===== config.mk =====
export PLATFORM = sky130hd
export DESIGN_NAME = mbq_fifo
export DESIGN_NICKNAME = d
export VERILOG_FILES = /design/src/hdl/mbq_pkg.sv /design/src/hdl/mbq_fifo.sv
export SDC_FILE = /design/constraint.sdc
export NUM_CORES = 1
export LEC_CHECK = 0
export BUFFER_PORTS_ARGS = -buffer_cell sky130_fd_sc_hd__clkbuf_2
export CAP_MARGIN = 20
export CORE_MARGIN = 2
export CORE_UTILIZATION = 45
export CTS_CLUSTER_DIAMETER = 40
export CTS_CLUSTER_SIZE = 28
export DETAILED_ROUTE_END_ITERATION = 10
export GPL_TIMING_DRIVEN = 0
export HOLD_SLACK_MARGIN = 0.1
export PLACE_DENSITY_LB_ADDON = 0.2
export SLEW_MARGIN = 40
export SYNTH_ARGS = -nofsm -noshare
export SYNTH_HDL_FRONTEND = slang
export SYNTH_SLANG_ARGS = --single-unit

===== constraint.sdc =====
create_clock -name clk -period 4.1 [get_ports clk]
set_clock_uncertainty 0.2 [all_clocks]
set_input_delay 0.205 -clock clk [delete_from_list [all_inputs] [get_ports clk]]
set_output_delay 0.205 -clock clk [all_outputs]
set_load 0.05 [all_outputs]

===== src/hdl/mbq_pkg.sv =====
`timescale 1ns / 1ps
// ---------------------------------------------------------------------------
// mbq_pkg: shared types and constants of the CAN mailbox receive queues
// Field widths, command codes, the classified queue entry and the frame
// record that the ring storage holds.
// ---------------------------------------------------------------------------
package mbq_pkg;

  // Default sizes of the queue set.
  localparam int QUEUE_SLOTS_DEF   = 16;
  localparam int MAILBOX_COUNT_DEF = 7;

  // Fixed field widths.
  localparam int CMD_W     = 2;
  localparam int MB_W      = 3;
  localparam int IDENT_W   = 29;
  localparam int LEN_W     = 4;
  localparam int PAYLOAD_W = 64;
  localparam int ENABLE_W  = 7;
  localparam int PADDR_W   = 3;
  localparam int PDATA_W   = 32;

  // Depth of the queue between the front and the back part.
  localparam int FIFO_DEPTH = 2;

  // Mailbox number that is never valid.
  localparam logic [MB_W-1:0] INVALID_MAILBOX = 3'd7;

  // Command codes.
  localparam logic [CMD_W-1:0] CMD_PUSH  = 2'd0;
  localparam logic [CMD_W-1:0] CMD_POP   = 2'd1;
  localparam logic [CMD_W-1:0] CMD_CLEAR = 2'd2;

  // Register index of the mailbox enable register.
  localparam logic REG_MAILBOX_ENABLE = 1'b0;

  // One received CAN frame as stored in a ring slot.
  typedef struct packed {
    logic [IDENT_W-1:0]   ident;
    logic                 extended;
    logic                 remote;
    logic [LEN_W-1:0]     length;
    logic [PAYLOAD_W-1:0] payload;
  } frame_t;

  // A classified command on its way from the front to the back part.
  typedef struct packed {
    logic            is_push;
    logic            is_pop;
    logic            is_clear;
    logic            mb_ok;
    logic            en_ok;
    logic [MB_W-1:0] mb;
    frame_t          frame;
  } item_t;

  // Enable register write event: which mailboxes changed their enable bit.
  typedef struct packed {
    logic                wr;
    logic [ENABLE_W-1:0] changed;
  } cfg_evt_t;

  // One result item.
  typedef struct packed {
    logic   ok;
    logic   dropped;
    frame_t frame;
  } result_t;

endpackage


===== src/hdl/mbq_fifo.sv =====
`timescale 1ns / 1ps
// ---------------------------------------------------------------------------
// mbq_fifo: short item queue
// Decouples the classifier from the queue engine so that each side can
// stall on its own.
// ---------------------------------------------------------------------------
module mbq_fifo
  import mbq_pkg::*;
(
  input  logic  clk,
  input  logic  rst,
  input  logic  wr_valid,
  output logic  wr_ready,
  input  item_t wr_item,
  output logic  rd_valid,
  input  logic  rd_ready,
  output item_t rd_item
);

  localparam int PTR_W = (FIFO_DEPTH > 1) ? $clog2(FIFO_DEPTH) : 1;
  localparam int CNT_W = $clog2(FIFO_DEPTH + 1);

  item_t            entries [FIFO_DEPTH];
  logic [PTR_W-1:0] wr_ptr;
  logic [PTR_W-1:0] rd_ptr;
  logic [CNT_W-1:0] count;
  logic             do_wr;
  logic             do_rd;

  assign wr_ready = (count != CNT_W'(FIFO_DEPTH));
  assign rd_valid = (count != '0);
  assign rd_item  = entries[rd_ptr];
  assign do_wr    = wr_valid && wr_ready;
  assign do_rd    = rd_valid && rd_ready;

  // Entry storage.
  always_ff @(posedge clk) begin
    if (do_wr) begin
      entries[wr_ptr] <= wr_item;
    end
  end

  // Pointers and fill count.
  always_ff @(posedge clk) begin
    if (rst) begin
      wr_ptr <= '0;
      rd_ptr <= '0;
      count  <= '0;
    end else begin
      if (do_wr) begin
        wr_ptr <= (wr_ptr == PTR_W'(FIFO_DEPTH - 1)) ? '0 : wr_ptr + 1'b1;
      end
      if (do_rd) begin
        rd_ptr <= (rd_ptr == PTR_W'(FIFO_DEPTH - 1)) ? '0 : rd_ptr + 1'b1;
      end
      if (do_wr && !do_rd) begin
        count <= count + 1'b1;
      end else if (do_rd && !do_wr) begin
        count <= count - 1'b1;
      end
    end
  end

endmodule


==> results.yml <==
outcome:
  outcome: "completed"
die:
  die_width_um: 138
  initial_core_util: 0.463
  num_rows: 48
  top_level_ports: 220
  dieArea_sq_um: 19000
  fp.dieH_um: 138
  core_area_sq_um: 17400
synth:
  syn_area_sq_um: 8060
  syn_avg_cell_area_sq_um: 22.6
  syn-num-nets: 469
  yosys.cell_types.count: 19
  syn-instance-count: 357
  yosys_register_bits: 219
  synth_warnings: 0
  ys_seq_area_frac: 0.810
sta:
  drv_slew: 0
  grt_setup_unrepaired: "false"
  tightest_slew_ns: 0.483
  hold_violations: 0
  fin_crit_ns: 2.35
  relSlewSlack: 0.678
  setup_viol: 0
  tns_ns: 0
  fin_crit_sh: 0.572
  hold_slack_ns: 0.210
  setup_ws_ns: 1.75
  fmax_ghz: 0.426
clock_tree:
  cts_sinks: 219
  cts_buffers: 31
  cts_buffer_depth: 3
  worstSkewPairLatency_ns: 0.52
  cts_resized: 0
  cts-root-buf: "clkbuf_16"
  cts.clk_slew.worst_paths_ns: 0.06
  cts_tree: "yes"
  htreeDepth: 1
pwr:
  sw_frac_of_total: 0.353
  power.share.sequential: 0.346
  p_comb_frac: 0.326
  ir_drop_mv: 0.487
  p_sw_w: 0.00293
  p_int_w: 0.00536
  p_per_area_nw_per_um2: 707
  p_leak_nw: 4.59
  pwr-share-clk: 0.328
cells_and_area:
  fin_util: 0.673
  final_nets: 835
  final_area_sq_um: 11700
  syn2layout_area_growth_pct: 45.4
  layout-drive-gt1-share: 0.537
detailed_routing:
  routed_wirelength_um: 16700
  firstDrtPassIters: 4
  via_per_inst: 4.77
  drc: 0
  vias: 4645
  routedWlPerCell_um: 17.2
  drtIter0Drc: 157
  ant_nets: 0
setup_path:
  path_class: "flip-flop to primary output"
  worstSetupStartpointType: "flip-flop"
  crit_fanout: 10
  arrival_ns: 1.94
  required_ns: 3.69
  critical_path.endpoint_type: "primary output"
global_routing:
  grt_max_degree: 59
  antenna_found_initial: 0
  track_usage: 0.172
  gr-total-overflow: 0
  grt_pass1_wl_um: 25200
  first_global_vias: 5117
run:
  drv_cap: 0
placed_design:
  gp_congestion: 0.676
  place_area_sq_um: 9520
  port_buffers: 219
  dpl_worst_slack_ns: 1.79
  hpwlAfterDp_um: 10300
min_path:
  hp-class: "input pin to flip-flop"
## kinds of logic (layout without fill, tap and decap cells)
group / after synthesis / count (layout) / synth area share
and+or+nand+nor: 9 / 9 / 0.00621
xor gates and xnor gates: 3 / 3 / 0.00326
muxes: 107 / 107 / 0.164
other: 0 / 1 / 0
AOI/OAI and AO/OA: 5 / 5 / 0.00373
DFF: 219 / 219 / 0.810
adders and majority gates: 1 / 1 / 0.00155
buffers and inverters: 13 / 403 / 0.0118
## flip-flops by register name, indices dropped and copies added (netlist names), named ones only
register  cells
wr_ptr        1
count         2
rd_ptr        1
entries     214
## final timing paths
check | start | endpoint | slack, ns | depth (start not counted)
hold / removal | wr_item[55] | entries[0][55]$_DFFE_PP_ | 0.21 | 2
setup / recovery | flip-flop | rd_item[85] | 1.75 | 5
hold reg to reg | rd_ptr$_SDFFE_PP0P_ | flip-flop | 0.31 | 2
setup reg to reg | count[0]$_SDFFE_PP0P_ | entries[1][23]$_DFFE_PP_ | 1.79 | 4
## timing repair
| action | CTS | global route |
|---|---|---|
| hold buffers | 111 | 0 |
| setup buffers | 0 | 0 |
| hold endpoints to repair | 219 | 0 |
## layer usage
layer / GRT usage / vias up / part of all wire / wire length (um)
li1: - / 2173 / - / -
met1: 0.188 / 2260 / 0.37 / 6220
met2: 0.317 / 190 / 0.52 / 8650
met3: 0.0611 / 22 / 0.097 / 1620
met4: 0.0420 / 0 / 0.014 / 242
met5: 0 / - / 0 / 0
## critical path: stages, from the launching register on
cell      delay, ns
dfxtp_1        0.32
buf_6          0.14
buf_6          0.18
buf_6          0.20
mux2_4         0.33
clkbuf_2       0.24
## through the flow
step	cells	total power, W
final	973	0.00829
after global routing	972	0.00862
after CTS	972	0.00837
after detailed placement	804	0.00554
after global placement	801	0.00550
after floorplan	357	0.00497
## synth_stat cells
cell / number / area share
mux2_2: 77 / 0.11
or3_1: 1 / 0.00078
and2_1: 1 / 0.00078
nand2b_1: 1 / 0.00078
mux2_4: 30 / 0.056
or2_2: 1 / 0.00078
edfxtp_1: 214 / 0.80
buf_2: 7 / 0.0043
nand3b_1: 1 / 0.00093
a21oi_1: 2 / 0.0012
a21bo_2: 1 / 0.0012
ha_1: 1 / 0.0016
nor2_1: 3 / 0.0014
dfxtp_1: 5 / 0.012
xor2_1: 3 / 0.0033
buf_6: 5 / 0.0070
o21ai_0: 2 / 0.0012
inv_1: 1 / 0.00047
and3_1: 1 / 0.00078
## power by group through the flow
| stage | clock, W | sequential, W | combinational, W |
|---|---|---|---|
| after floorplan | 0 | 0.00291 | 0.00206 |
| after global placement | 0 | 0.00293 | 0.00257 |
| after detailed placement | 0 | 0.00291 | 0.00263 |
| after CTS | 0.00277 | 0.00287 | 0.00273 |
| after global routing | 0.00288 | 0.00289 | 0.00284 |
| final | 0.00272 | 0.00287 | 0.00270 |
## area by class of cell
cell class                      count  area, sq um
Sequential cell                   219         6530
Fill cell                        1201         5700
Timing Repair Buffer              333         2270
Multi-Input combinational cell    125         1440
Clock buffer                       33          793
Clock inverter                     24          297
Tap cell                          225          282
Buffer                             12         91.3
Inverter                            1         11.3
Antenna cell                        1         2.50
## cells in the final DEF (no fill, tap or decap), types with 2 or more instances in the layout
cell / n
buf_2: 7
a21oi_1: 2
clkinvlp_4: 4
dfxtp_1: 5
clkbuf_16: 31
clkinv_2: 4
xor2_1: 3
mux2_2: 77
edfxtp_1: 214
inv_6: 6
bufinv_16: 5
clkbuf_2: 219
o21ai_0: 2
dlygate4sd3_1: 111
clkinv_4: 5
mux2_4: 30
nor2_1: 3
buf_6: 5
buf_12: 2
Note: power is estimated with default switching activity, not from simulation.
