File: src/hdl/mbq_pkg.sv
`timescale 1ns / 1ps
// ---------------------------------------------------------------------------
// mbq_pkg: shared types and constants of the CAN mailbox receive queues
// Field widths, command codes, the classified queue entry and the frame
// record that the ring storage holds.
// ---------------------------------------------------------------------------
package mbq_pkg;

  // Default sizes of the queue set.
  localparam int QUEUE_SLOTS_DEF   = 16;
  localparam int MAILBOX_COUNT_DEF = 7;

  // Fixed field widths.
  localparam int CMD_W     = 2;
  localparam int MB_W      = 3;
  localparam int IDENT_W   = 29;
  localparam int LEN_W     = 4;
  localparam int PAYLOAD_W = 64;
  localparam int ENABLE_W  = 7;
  localparam int PADDR_W   = 3;
  localparam int PDATA_W   = 32;

  // Depth of the queue between the front and the back part.
  localparam int FIFO_DEPTH = 2;

  // Mailbox number that is never valid.
  localparam logic [MB_W-1:0] INVALID_MAILBOX = 3'd7;

  // Command codes.
  localparam logic [CMD_W-1:0] CMD_PUSH  = 2'd0;
  localparam logic [CMD_W-1:0] CMD_POP   = 2'd1;
  localparam logic [CMD_W-1:0] CMD_CLEAR = 2'd2;

  // Register index of the mailbox enable register.
  localparam logic REG_MAILBOX_ENABLE = 1'b0;

  // One received CAN frame as stored in a ring slot.
  typedef struct packed {
    logic [IDENT_W-1:0]   ident;
    logic                 extended;
    logic                 remote;
    logic [LEN_W-1:0]     length;
    logic [PAYLOAD_W-1:0] payload;
  } frame_t;

  // A classified command on its way from the front to the back part.
  typedef struct packed {
    logic            is_push;
    logic            is_pop;
    logic            is_clear;
    logic            mb_ok;
    logic            en_ok;
    logic [MB_W-1:0] mb;
    frame_t          frame;
  } item_t;

  // Enable register write event: which mailboxes changed their enable bit.
  typedef struct packed {
    logic                wr;
    logic [ENABLE_W-1:0] changed;
  } cfg_evt_t;

  // One result item.
  typedef struct packed {
    logic   ok;
    logic   dropped;
    frame_t frame;
  } result_t;

endpackage

File: src/hdl/mbq_front.sv
`timescale 1ns / 1ps
// ---------------------------------------------------------------------------
// mbq_front: command classifier
// Decodes the command, checks the mailbox number and its enable bit, and
// packs the frame into one queue entry.
// ---------------------------------------------------------------------------
module mbq_front
  import mbq_pkg::*;
#(
  parameter int MAILBOX_COUNT = MAILBOX_COUNT_DEF
) (
  input  logic [CMD_W-1:0]     cmd,
  input  logic [MB_W-1:0]      mailbox_num,
  input  logic [IDENT_W-1:0]   frame_ident,
  input  logic                 frame_extended,
  input  logic                 frame_remote,
  input  logic [LEN_W-1:0]     frame_length,
  input  logic [PAYLOAD_W-1:0] frame_payload,
  input  logic [ENABLE_W-1:0]  mailbox_enable,
  output item_t                item
);

  logic [ENABLE_W:0] enable_ext;
  logic              mb_ok;

  // The mailbox must be in range and not the reserved number.
  assign mb_ok      = (mailbox_num != INVALID_MAILBOX) &&
                      (int'(mailbox_num) < MAILBOX_COUNT);
  assign enable_ext = {1'b0, mailbox_enable};

  // Classification of the item.
  always_comb begin
    item.is_push        = (cmd == CMD_PUSH);
    item.is_pop         = (cmd == CMD_POP);
    item.is_clear       = (cmd == CMD_CLEAR);
    item.mb_ok          = mb_ok;
    item.en_ok          = mb_ok && enable_ext[mailbox_num];
    item.mb             = mailbox_num;
    item.frame.ident    = frame_ident;
    item.frame.extended = frame_extended;
    item.frame.remote   = frame_remote;
    item.frame.length   = frame_length;
    item.frame.payload  = frame_payload;
  end

endmodule

File: config.mk
export PLATFORM = sky130hd
export DESIGN_NAME = mbq_front
export DESIGN_NICKNAME = d
export VERILOG_FILES = /design/src/hdl/mbq_pkg.sv /design/src/hdl/mbq_front.sv
export SDC_FILE = /design/constraint.sdc
export NUM_CORES = 1
export LEC_CHECK = 0
export BUFFER_PORTS_ARGS = -buffer_cell sky130_fd_sc_hd__buf_2
export CAP_MARGIN = 20
export CORE_AREA = 4 4 83 85
export DETAILED_ROUTE_END_ITERATION = 6
export DIE_AREA = 0 0 87 89
export PLACE_DENSITY = 0.6
export SLEW_MARGIN = 25
export SYNTH_ARGS = -nofsm -noshare
export SYNTH_HDL_FRONTEND = slang
export SYNTH_SLANG_ARGS = --single-unit
File: constraint.sdc
create_clock -name vclk -period 1
set_input_delay 0.15 -clock vclk [all_inputs]
set_output_delay 0.15 -clock vclk [all_outputs]
set_load 0.01 [all_outputs]
==> results of run 1 <==
[logic make-up (layout without fill, tap and decap cells)]
| kind of cell | count (synthesis) | count (layout) | synth area share |
|---|---|---|---|
| buffers and inverters | 103 | 22 | 0.909 |
| AND/OR/NAND/NOR | 5 | 5 | 0.0338 |
| multiplexers | 3 | 3 | 0.0515 |
| AO/OA/AOI/OAI | 1 | 1 | 0.00588 |
[layer usage]
metal | global-route usage | up-vias
met1 | 0.00163 | 103
met2 | 0.0621 | 102
li1 | - | 79
met5 | 0 | -
met3 | 0.0820 | 54
met4 | 0.0822 | 0
[power breakdown]
| part | leakage, nW | internal [W] | switching, W |
|---|---|---|---|
| logic | 0.126 | 0.0000629 | 0.0000388 |
| clock network | 0 | 0 | 0 |
| registers | 0 | 0 | 0 |
| total | 0.126 | 0.0000629 | 0.0000388 |
[cells in the mapped netlist]
| master | number |
|---|---|
| nor2_1 | 1 |
| nand3b_1 | 1 |
| buf_4 | 103 |
| mux2i_1 | 1 |
| nand3_1 | 1 |
| mux4_2 | 1 |
| o21ai_0 | 1 |
| nor2b_1 | 2 |
| mux2_2 | 1 |
[worst max-delay path by stage]
stage	cells after the start	from	to	slack [ns]
after floorplan	2	mailbox_num[0]	item[102]	-0.05
after CTS	4	mailbox_num[0]	item[102]	-0.28
after global routing	4	mailbox_num[0]	item[102]	-0.28
after detailed placement	4	mailbox_num[0]	item[102]	-0.32
after global placement	4	mailbox_num[0]	item[102]	-0.30
final	4	mailbox_num[0]	item[102]	-0.26
[worst max-delay path: stages]
cell and delay, ns:
buf_8 0.07, mux4_2 0.49, mux2_4 0.28, buf_6 0.12
[stage by stage]
| step | area [sq um] | total power (W) |
|---|---|---|
| 3_3_place_gp | 293 | 0.0000908 |
| 3_5_place_dp | 293 | 0.0000935 |
| 4_1_cts | 305 | 0.000103 |
| 6_report | 309 | 0.000102 |
| 2_1_floorplan | 855 | 0.000455 |
| 5_1_grt | 309 | 0.000109 |
[repair_timing]
| action | in CTS | in global routing |
|---|---|---|
| cloned | 0 | 0 |
| resized for setup | 2 | 1 |
| endpoints found under the hold margin | 0 | 0 |
| setup endpoints to repair | 1 | 1 |
| pin swaps | 0 | 0 |
[layout make-up]
| cell class | instances | area, sq um | share of cell area |
|---|---|---|---|
| repair buffers | 22 | 131 | 0.425 |
| multi-input cells | 9 | 81.3 | 0.263 |
| well taps | 77 | 96.3 | 0.312 |
==> impl_results.md, run 1 <==
* Antenna violations before repair at 0
* Total core area at roughly 6200 sq um
* Library cell with the largest summed area after synthesis: buf_4
* Peak fanout along the critical path at 2
* Status: finished, violations left
* Commonest non-fill, non-tap cells in the layout: 18 x buf_2, 2 x nor2b_1, 2 x buf_4
* Top cell type's share of synthesized area at 0.909
* DRC violation count after routing at 0
* Antenna-violating nets left at 0
* Fillers at 730
* Die outline area at 7740 sq um
* Number of flip-flops and latches at 0
* Final clock period utilization by the worst path at 1.26
* Number of antenna repair diodes at 0
* Area contributors post-synth: buf_4 91%, mux4_2 2.6%, nor2b_1 1.5%
* Wire length of the first global-routing pass at 2.46 mm
* Final Instance Count excl. Fillers at between 100 and 150
* Summed instance area of the synthesized netlist at 851 sq um
* Final Max Tran Viols at 0
* Initial cell density of the core at 0.137
* Highest routed metal layer: met4
* Average via count per standard cell at roughly 3.1
* Post-CTS Setup Bufs at 0
* Path category of the worst min-delay check: in2out
* Fraction of layout instances using a drive strength above 1 at 0.774
* Routed length on met2 at 787 um
* Setup Slack @ Placement at -0.323 ns
* Hold Crit Endpoint: item[42]
* Data arrival, critical path at about 1.1 ns
* Flip-flop and latch area at 0 sq um
* Classification of the worst setup path: in2out
* Tot GR Track Use at 0.0459
* WHS at 0.300 ns
* Count of nets after finishing at 144
* First drt pass iteration count at 2
* Max-cap violations at 0
* Utilization of the core after routing at 0.0498
* Met3 Wirelength at 901 um
* Via count of the first global-routing pass at 356
* Metal1 wirelength at 135 um
* IO buf count at 20
* Cell count after placement at around 110
* Pwr/cell area at 329 nW/um^2
* Crit start category: input pin
* Number of warnings issued by yosys at 0
* Setup-failing EPs final at 1
* Horizontal die dimension at 87 um
* Unrepaired setup endpoints after global routing: true
* Clock buffer count in the final layout at 0
* Area growth from synthesis to layout at -63.7%
* Worst path setup slack after routing at -0.265 ns
* Final hold violations at 0
* Worst-margin pin slew at 0.139 ns
* Worst IR drop on VDD at 0.0000776 V
* Shortest clock period the worst path allows after layout at between 1 and 1.5 ns
* Row cnt at 29
* Routed wire length at ~2.2 mm
* Part of the Yosys area used for sequential elements at 0
* Die Span Y at 89 um
* Max Clk Rate at between 700 and 800 MHz
* Routed len/inst at 20.5 um
* Total vias in the final route at 338
* Most common cell after layout, fill and taps aside: buf_2
* Distinct cells, synth at 9
* Number of primary I/O pins at 218
* Static Leakage at 0.126 nW
* Failing checks: negative setup slack
* GR Overflow Total at 0
* Avg Synthesized Cell Area at 7.60 sq um
* Number of DRC markers after the initial detailed-route iteration at 2
* Slew headroom at 0.906
* Min-delay src: frame_payload[42]
* Setup TNS at -0.265 ns
* Pin count of the biggest net entering global routing at 5
* Net count of the mapped netlist at roughly 220
* Global placement routability congestion at 0.470
* Number of buffers inserted by hold repair at cts at 0
* Data required time at the worst endpoint at 0.85 ns
* Type of element capturing the critical path: output pin
* WHS Path Cells at 0
* Synthesized instance count at 112
No activity file was read; power rests on OpenSTA's default activity.
==> run 2, diff against run 1 <==
--- a/config.mk
+++ b/config.mk
@@ -7,10 +7,12 @@
 export LEC_CHECK = 0
 export BUFFER_PORTS_ARGS = -buffer_cell sky130_fd_sc_hd__buf_2
 export CAP_MARGIN = 20
-export CORE_AREA = 4 4 83 85
+export CELL_PAD_IN_SITES_DETAIL_PLACEMENT = 1
+export CELL_PAD_IN_SITES_GLOBAL_PLACEMENT = 1
+export CORE_MARGIN = 4
+export CORE_UTILIZATION = 10
 export DETAILED_ROUTE_END_ITERATION = 6
-export DIE_AREA = 0 0 87 89
-export PLACE_DENSITY = 0.6
+export PLACE_DENSITY = 0.8
 export SLEW_MARGIN = 25
 export SYNTH_ARGS = -nofsm -noshare
 export SYNTH_HDL_FRONTEND = slang
==> run 2 against run 1 <==
Against the previous run:
- the flow still finishes with violations (negative setup slack)
- setup slack worse by 0.0043 ns
- count of clock-buffer cells in the layout stayed put
- sequential share of layout area stayed put
- flip-flop and latch count stayed put
- global-route usage is 1.6 points lower
- via count is 1.8% lower
- combinational power hardly changed
- first-iteration DRC count stayed put
- critical path type unchanged
- critical endpoint unchanged
- largest cell class unchanged
==> impl_results.md, run 2 (same netlist as run 1, synthesis figures left out) <==
* Average via count per standard cell at 2.42 (-23%)
* Peak fanout along the critical path at 2 (unchanged)
* Met3 Wirelength at 686 um (-24%)
* GR Overflow Total at 0 (unchanged)
* Initial cell density of the core at 0.103 (-0.0341)
* Count of nets after finishing at 145 (+0.69%)
* Static Leakage at 0.129 nW (+2.7%)
* Number of antenna repair diodes at 0 (unchanged)
* Routed wire length at 1.79 mm (-19%)
* Fraction of layout instances using a drive strength above 1 at 0.781 (+0.00706)
* Final Instance Count excl. Fillers at 137 (+27%)
* Worst-margin pin slew at 0.150 ns (+0.0103 ns)
* Clock power frac at 0 (unchanged)
* Area growth from synthesis to layout at -59.1%
* Sequential power share at 0 (unchanged)
* Final clock period utilization by the worst path at 1.27 (+0.00426)
* Slew headroom at 0.899 (-0.00692)
* Total vias in the final route at 332 (-1.8%)
* Pin count of the biggest net entering global routing at 5 (unchanged)
* Tot GR Track Use at 0.0297 (-0.0162)
* First drt pass iteration count at 2 (unchanged)
* Global placement routability congestion at 0.477 (+1.6%)
* Failing checks: negative setup slack
* Number of buffers inserted by hold repair at cts at 0 (unchanged)
* Path category of the worst min-delay check: in2out
* Final Max Tran Viols at 0 (unchanged)
* Metal1 wirelength at 176 um (+30%)
* DRC violation count after routing at 0 (unchanged)
* Fillers at 1001 (+37%)
* Horizontal die dimension at 100 um (+15%)
* Unrepaired setup endpoints after global routing: true
* Pwr/cell area at 300 nW/um^2 (-8.8%)
* Total core area at 8260 sq um (+33%)
* Hold Crit Endpoint: item[11]
* Routed length on met2 at 558 um (-29%)
* Max Clk Rate at 788 MHz (-0.34%)
* Via count of the first global-routing pass at 382 (+7.3%)
* Multi-input logic area at 81.3 sq um (unchanged)
* Min-delay src: frame_payload[11]
* Wire length of the first global-routing pass at 2.24 mm (-9.0%)
* Type of element capturing the critical path: output pin
* Row cnt at 33 (+14%)
* Sw power at 0.0000407 W (+4.8%)
* Highest routed metal layer: met5
* Antenna violations before repair at 0 (unchanged)
* P_int at 0.0000638 W (+1.4%)
* Antenna-violating nets left at 0 (unchanged)
* WHS Path Cells at 0 (unchanged)
* Die Span Y at 100 um (+13%)
* IO buf count at 20 (unchanged)
* Routed len/inst at 13.1 um (-36%)
* Final hold violations at 0 (unchanged)
* Data arrival, critical path at 1.12 ns (about the same)
* Worst IR drop on VDD at 0.0000310 V (-60%)
* Utilization of the core after routing at 0.0421 (-0.00769)
* Flip-flop and latch area at 0 sq um (unchanged)
* Share of power burned in combinational logic at 1.000 (about the same)
* Worst path setup slack after routing at -0.269 ns (-0.00426 ns)
* Crit start category: input pin
* Status: finished, violations left
* Number of flip-flops and latches at 0 (unchanged)
* Die outline area at 10000 sq um (+30%)
* Cell count after placement at 136 (+26%)
* Max-cap violations at 0 (unchanged)
* Number of primary I/O pins at 218 (unchanged)
* Shortest clock period the worst path allows after layout at 1.27 ns (+0.00426 ns)
* Setup-failing EPs final at 1 (unchanged)
* Most common cell after layout, fill and taps aside: buf_2
* Data required time at the worst endpoint at 0.85 ns (about the same)
* Number of DRC markers after the initial detailed-route iteration at 2 (unchanged)
* Classification of the worst setup path: in2out
* Commonest non-fill, non-tap cells in the layout: 18 x buf_2, 3 x buf_4, 2 x nor2b_1, 2 x buf_6
* Clock buffer count in the final layout at 0 (unchanged)
* Switching power share of the total at 0.389 (+0.00778)
==> run 2: changes by cell type in the layout (fill, tap and decap cells not counted) <==
cell   before  now
buf_8       1    0
buf_6       1    2
buf_4       2    3
==> run 2: routing by layer <==
metal,up-vias,global-route usage
met5,-,0.0359
met1,112,0.00541
met4,2,0.0528
met2,86,0.0336
met3,50,0.0486
li1,82,-
==> run 2: worst max path at each step <==
stage,startpoint,to,cells after the start
2_1_floorplan,mailbox_num[0],item[102],2
3_3_place_gp,mailbox_num[0],item[102],4
3_5_place_dp,mailbox_num[0],item[102],4
4_1_cts,mailbox_num[0],item[102],4
5_1_grt,mailbox_num[0],item[102],4
6_report,mailbox_num[0],item[102],4
==> run 2: area by class of cell <==
class                           count  share of cell area
Timing Repair Buffer               23               0.388
Tap cell                          105               0.378
Multi-Input combinational cell      9               0.234
==> run 2: per-stage QoR <==
step                hold slack, ns  total power [W]  setup TNS [ns]  setup slack [ns]  instance area (sq um)
detailed placement           0.300        0.0000948          -0.320            -0.320                    328
finish                       0.300         0.000105          -0.269            -0.269                    348
global route                 0.300         0.000114          -0.285            -0.285                    348
global placement             0.300        0.0000916          -0.308            -0.308                    328
CTS                          0.300         0.000107          -0.277            -0.277                    348
floorplan                    0.343         0.000455         -0.0498           -0.0498                    855
==> run 2: power by group through the flow <==
stage	combinational [W]	clock [W]	sequential, W
after floorplan	0.000455	0	0
after global placement	0.0000916	0	0
after detailed placement	0.0000948	0	0
after CTS	0.000107	0	0
after global routing	0.000114	0	0
final	0.000105	0	0
==> run 2: worst max-delay path, stage by stage <==
cell and delay, ns:
buf_6 0.07, mux4_2 0.49, mux2_4 0.29, buf_6 0.12
==> run 2: what timing repair did <==
action | CTS | global route
endpoints found under the setup margin | 1 | 1
setup buffers | 1 | 0
gates resized for setup | 2 | 0
==> run 3, diff against run 2 <==
==> config.mk (replaced) <==
export PLATFORM = sky130hd
export DESIGN_NAME = mbq_front
export DESIGN_NICKNAME = d
export VERILOG_FILES = /design/src/hdl/mbq_pkg.sv /design/src/hdl/mbq_front.sv
export SDC_FILE = /design/constraint.sdc
export NUM_CORES = 1
export LEC_CHECK = 0
export CAP_MARGIN = 20
export CELL_PAD_IN_SITES_DETAIL_PLACEMENT = 1
export CELL_PAD_IN_SITES_GLOBAL_PLACEMENT = 1
export CORE_AREA = 4 4 82 84
export DETAILED_ROUTE_END_ITERATION = 6
export DIE_AREA = 0 0 86 88
export DONT_BUFFER_PORTS = 1
export PLACE_DENSITY = 0.44
export SLEW_MARGIN = 25
export SYNTH_ARGS = -nofsm -noshare
export SYNTH_HDL_FRONTEND = slang
export SYNTH_SLANG_ARGS = --single-unit
==> run 3 against run 2 <==
Against the previous run:
- the flow still finishes with violations (negative setup slack)
- cell count down 39%
- hold slack about the same
- power down 66%
- setup slack better by 0.20 ns
- critical endpoint unchanged
- largest cell class is now tap cells
==> impl_results.md, run 3 (same netlist as run 1, synthesis figures left out) <==
* Slew headroom at 0.832 (-0.0671)
* Antenna-violating nets left at 0 (unchanged)
* First drt pass iteration count at 2 (unchanged)
* Final Max Tran Viols at 0 (unchanged)
* Number of antenna repair diodes at 0 (unchanged)
* Final Instance Count excl. Fillers at 84 (-39%)
* Fraction of layout instances using a drive strength above 1 at 0.222 (-0.559)
* WHS at 0.300 ns (-0.00000200 ns)
* Setup-failing EPs final at 1 (unchanged)
* Total core area at 5920 sq um (-28%)
* Largest stage delay on the critical path at 0.47 ns (-0.02 ns)
* Clock power frac at 0 (unchanged)
* Path category of the worst min-delay check: in2out
* Number of flip-flops and latches at 0 (unchanged)
* Shortest clock period the worst path allows after layout at 1.07 ns (-0.201 ns)
* Crit start category: input pin
* Sequential power share at 0 (unchanged)
* Routed len/inst at 20.2 um (+55%)
* Area growth from synthesis to layout at -79.4%
* Data arrival, critical path at 0.92 ns (-0.20 ns)
* Horizontal die dimension at 86 um (-14%)
* Classification of the worst setup path: in2out
* Number of primary I/O pins at 218 (unchanged)
* Share of power burned in combinational logic at 1.000 (about the same)
* Flip-flop and latch area at 0 sq um (unchanged)
* WHS Path Cells at 0 (unchanged)
* Static Leakage at 0.0309 nW (-76%)
* GR Overflow Total at 0 (unchanged)
* Sum of buffers and inverters on the critical path at 0 (-2)
* Cells along the critical path: mux4_2, mux2_4
* Max-cap violations at 0 (unchanged)
* IO buf count at 0 (-100%)
* Resize count post-CTS at 0 (-2)
* Worst IR drop on VDD at 0.0000410 V (+32%)
* Setup TNS at -0.0682 ns (+0.201 ns)
* Global placement routability congestion at 0.525 (+9.9%)
* Total Power at 0.0000351 W (-66%)
* Top delay family on crit path: multiplexers
* P_int at 0.0000206 W (-68%)
* Final clock period utilization by the worst path at 1.07 (-0.201)
* Peak fanout along the critical path at 5 (+3)
* Number of DRC markers after the initial detailed-route iteration at 3 (+1)
* Die outline area at 7570 sq um (-25%)
* Failing checks: negative setup slack
* Sw power at 0.0000146 W (-64%)
* Data required time at the worst endpoint at 0.85 ns (about the same)
* Pin count of the biggest net entering global routing at 6 (+1)
* Total vias in the final route at 252 (-24%)
* Count of nets after finishing at 122 (-16%)
* Pwr/cell area at 201 nW/um^2 (-33%)
* Unrepaired setup endpoints after global routing: true
* Tot GR Track Use at 0.0342 (+0.00451)
* Setup Slack @ Placement at -0.0697 ns (+0.250 ns)
* Status: finished, violations left
* Worst path setup slack after routing at -0.0682 ns (+0.201 ns)
* Type of element capturing the critical path: output pin
* Cell count after placement at 84 (-38%)
* Initial cell density of the core at 0.144 (+0.0407)
* Max Clk Rate at 936 MHz (+19%)
* Final hold violations at 0 (unchanged)
* Clock buffer count in the final layout at 0 (unchanged)
* Switching power share of the total at 0.415 (+0.0258)
* Average via count per standard cell at 3.00 (+24%)
* Row cnt at 28 (-15%)
* Cell with the biggest individual delay on the critical path: mux4_2
* Via count of the first global-routing pass at 290 (-24%)
* Worst-margin pin slew at 0.251 ns (+0.102 ns)
* Antenna violations before repair at 0 (unchanged)
* Routed wire length at 1.70 mm (-5.2%)
* Most common cell after layout, fill and taps aside: nor2b_1
* Post-CTS Setup Bufs at 0 (-1)
* Cell count along the critical path at 2 (-2)
* DRC violation count after routing at 0 (unchanged)
* Die Span Y at 88 um (-12%)
* Wire length of the first global-routing pass at 1.92 mm (-14%)
## run 3: cell types whose count changed in the layout (fill, tap and decap cells not counted)
cell   change
buf_2     -18
buf_4      -3
buf_6      -2
## run 3: path summary, 6_finish.rpt
path / slack (ns) / startpoint / to
max: -0.07 / mailbox_num[0] / item[102]
min: 0.30 / frame_payload[39] / item[39]
## run 3: area by class of cell
cell class / instances / area, sq um
Fill cell: 696 / 5750
Multi-Input combinational cell: 9 / 81.3
Tap cell: 75 / 93.8
## run 3: power by group through the flow
stage | registers, W | logic (W) | clock network (W)
floorplan | 0 | 0.000455 | 0
global placement | 0 | 0.0000354 | 0
detailed placement | 0 | 0.0000357 | 0
CTS | 0 | 0.0000358 | 0
global route | 0 | 0.0000374 | 0
finish | 0 | 0.0000351 | 0
## run 3: per-layer routing
metal,global-route usage,wire length (um),vias to the layer above
met1,0.00721,155,76
met4,0.0978,460,0
met2,0.0231,439,81
li1,-,-,35
met5,0,0,-
met3,0.0583,641,60
## run 3: what timing repair did
item                                    in CTS  in global routing
hold buffers                                 0                  0
endpoints found under the setup margin       1                  1
endpoints found under the hold margin        0                  0
gates cloned                                 0                  0
## run 3: per-stage QoR
| stage | util | instance area [sq um] |
|---|---|---|
| 2_1_floorplan | - | 855 |
| 3_3_place_gp | 0.0296 | 175 |
| 3_5_place_dp | 0.0296 | 175 |
| 4_1_cts | 0.0296 | 175 |
| 5_1_grt | 0.0296 | 175 |
| 6_report | 0.0296 | 175 |
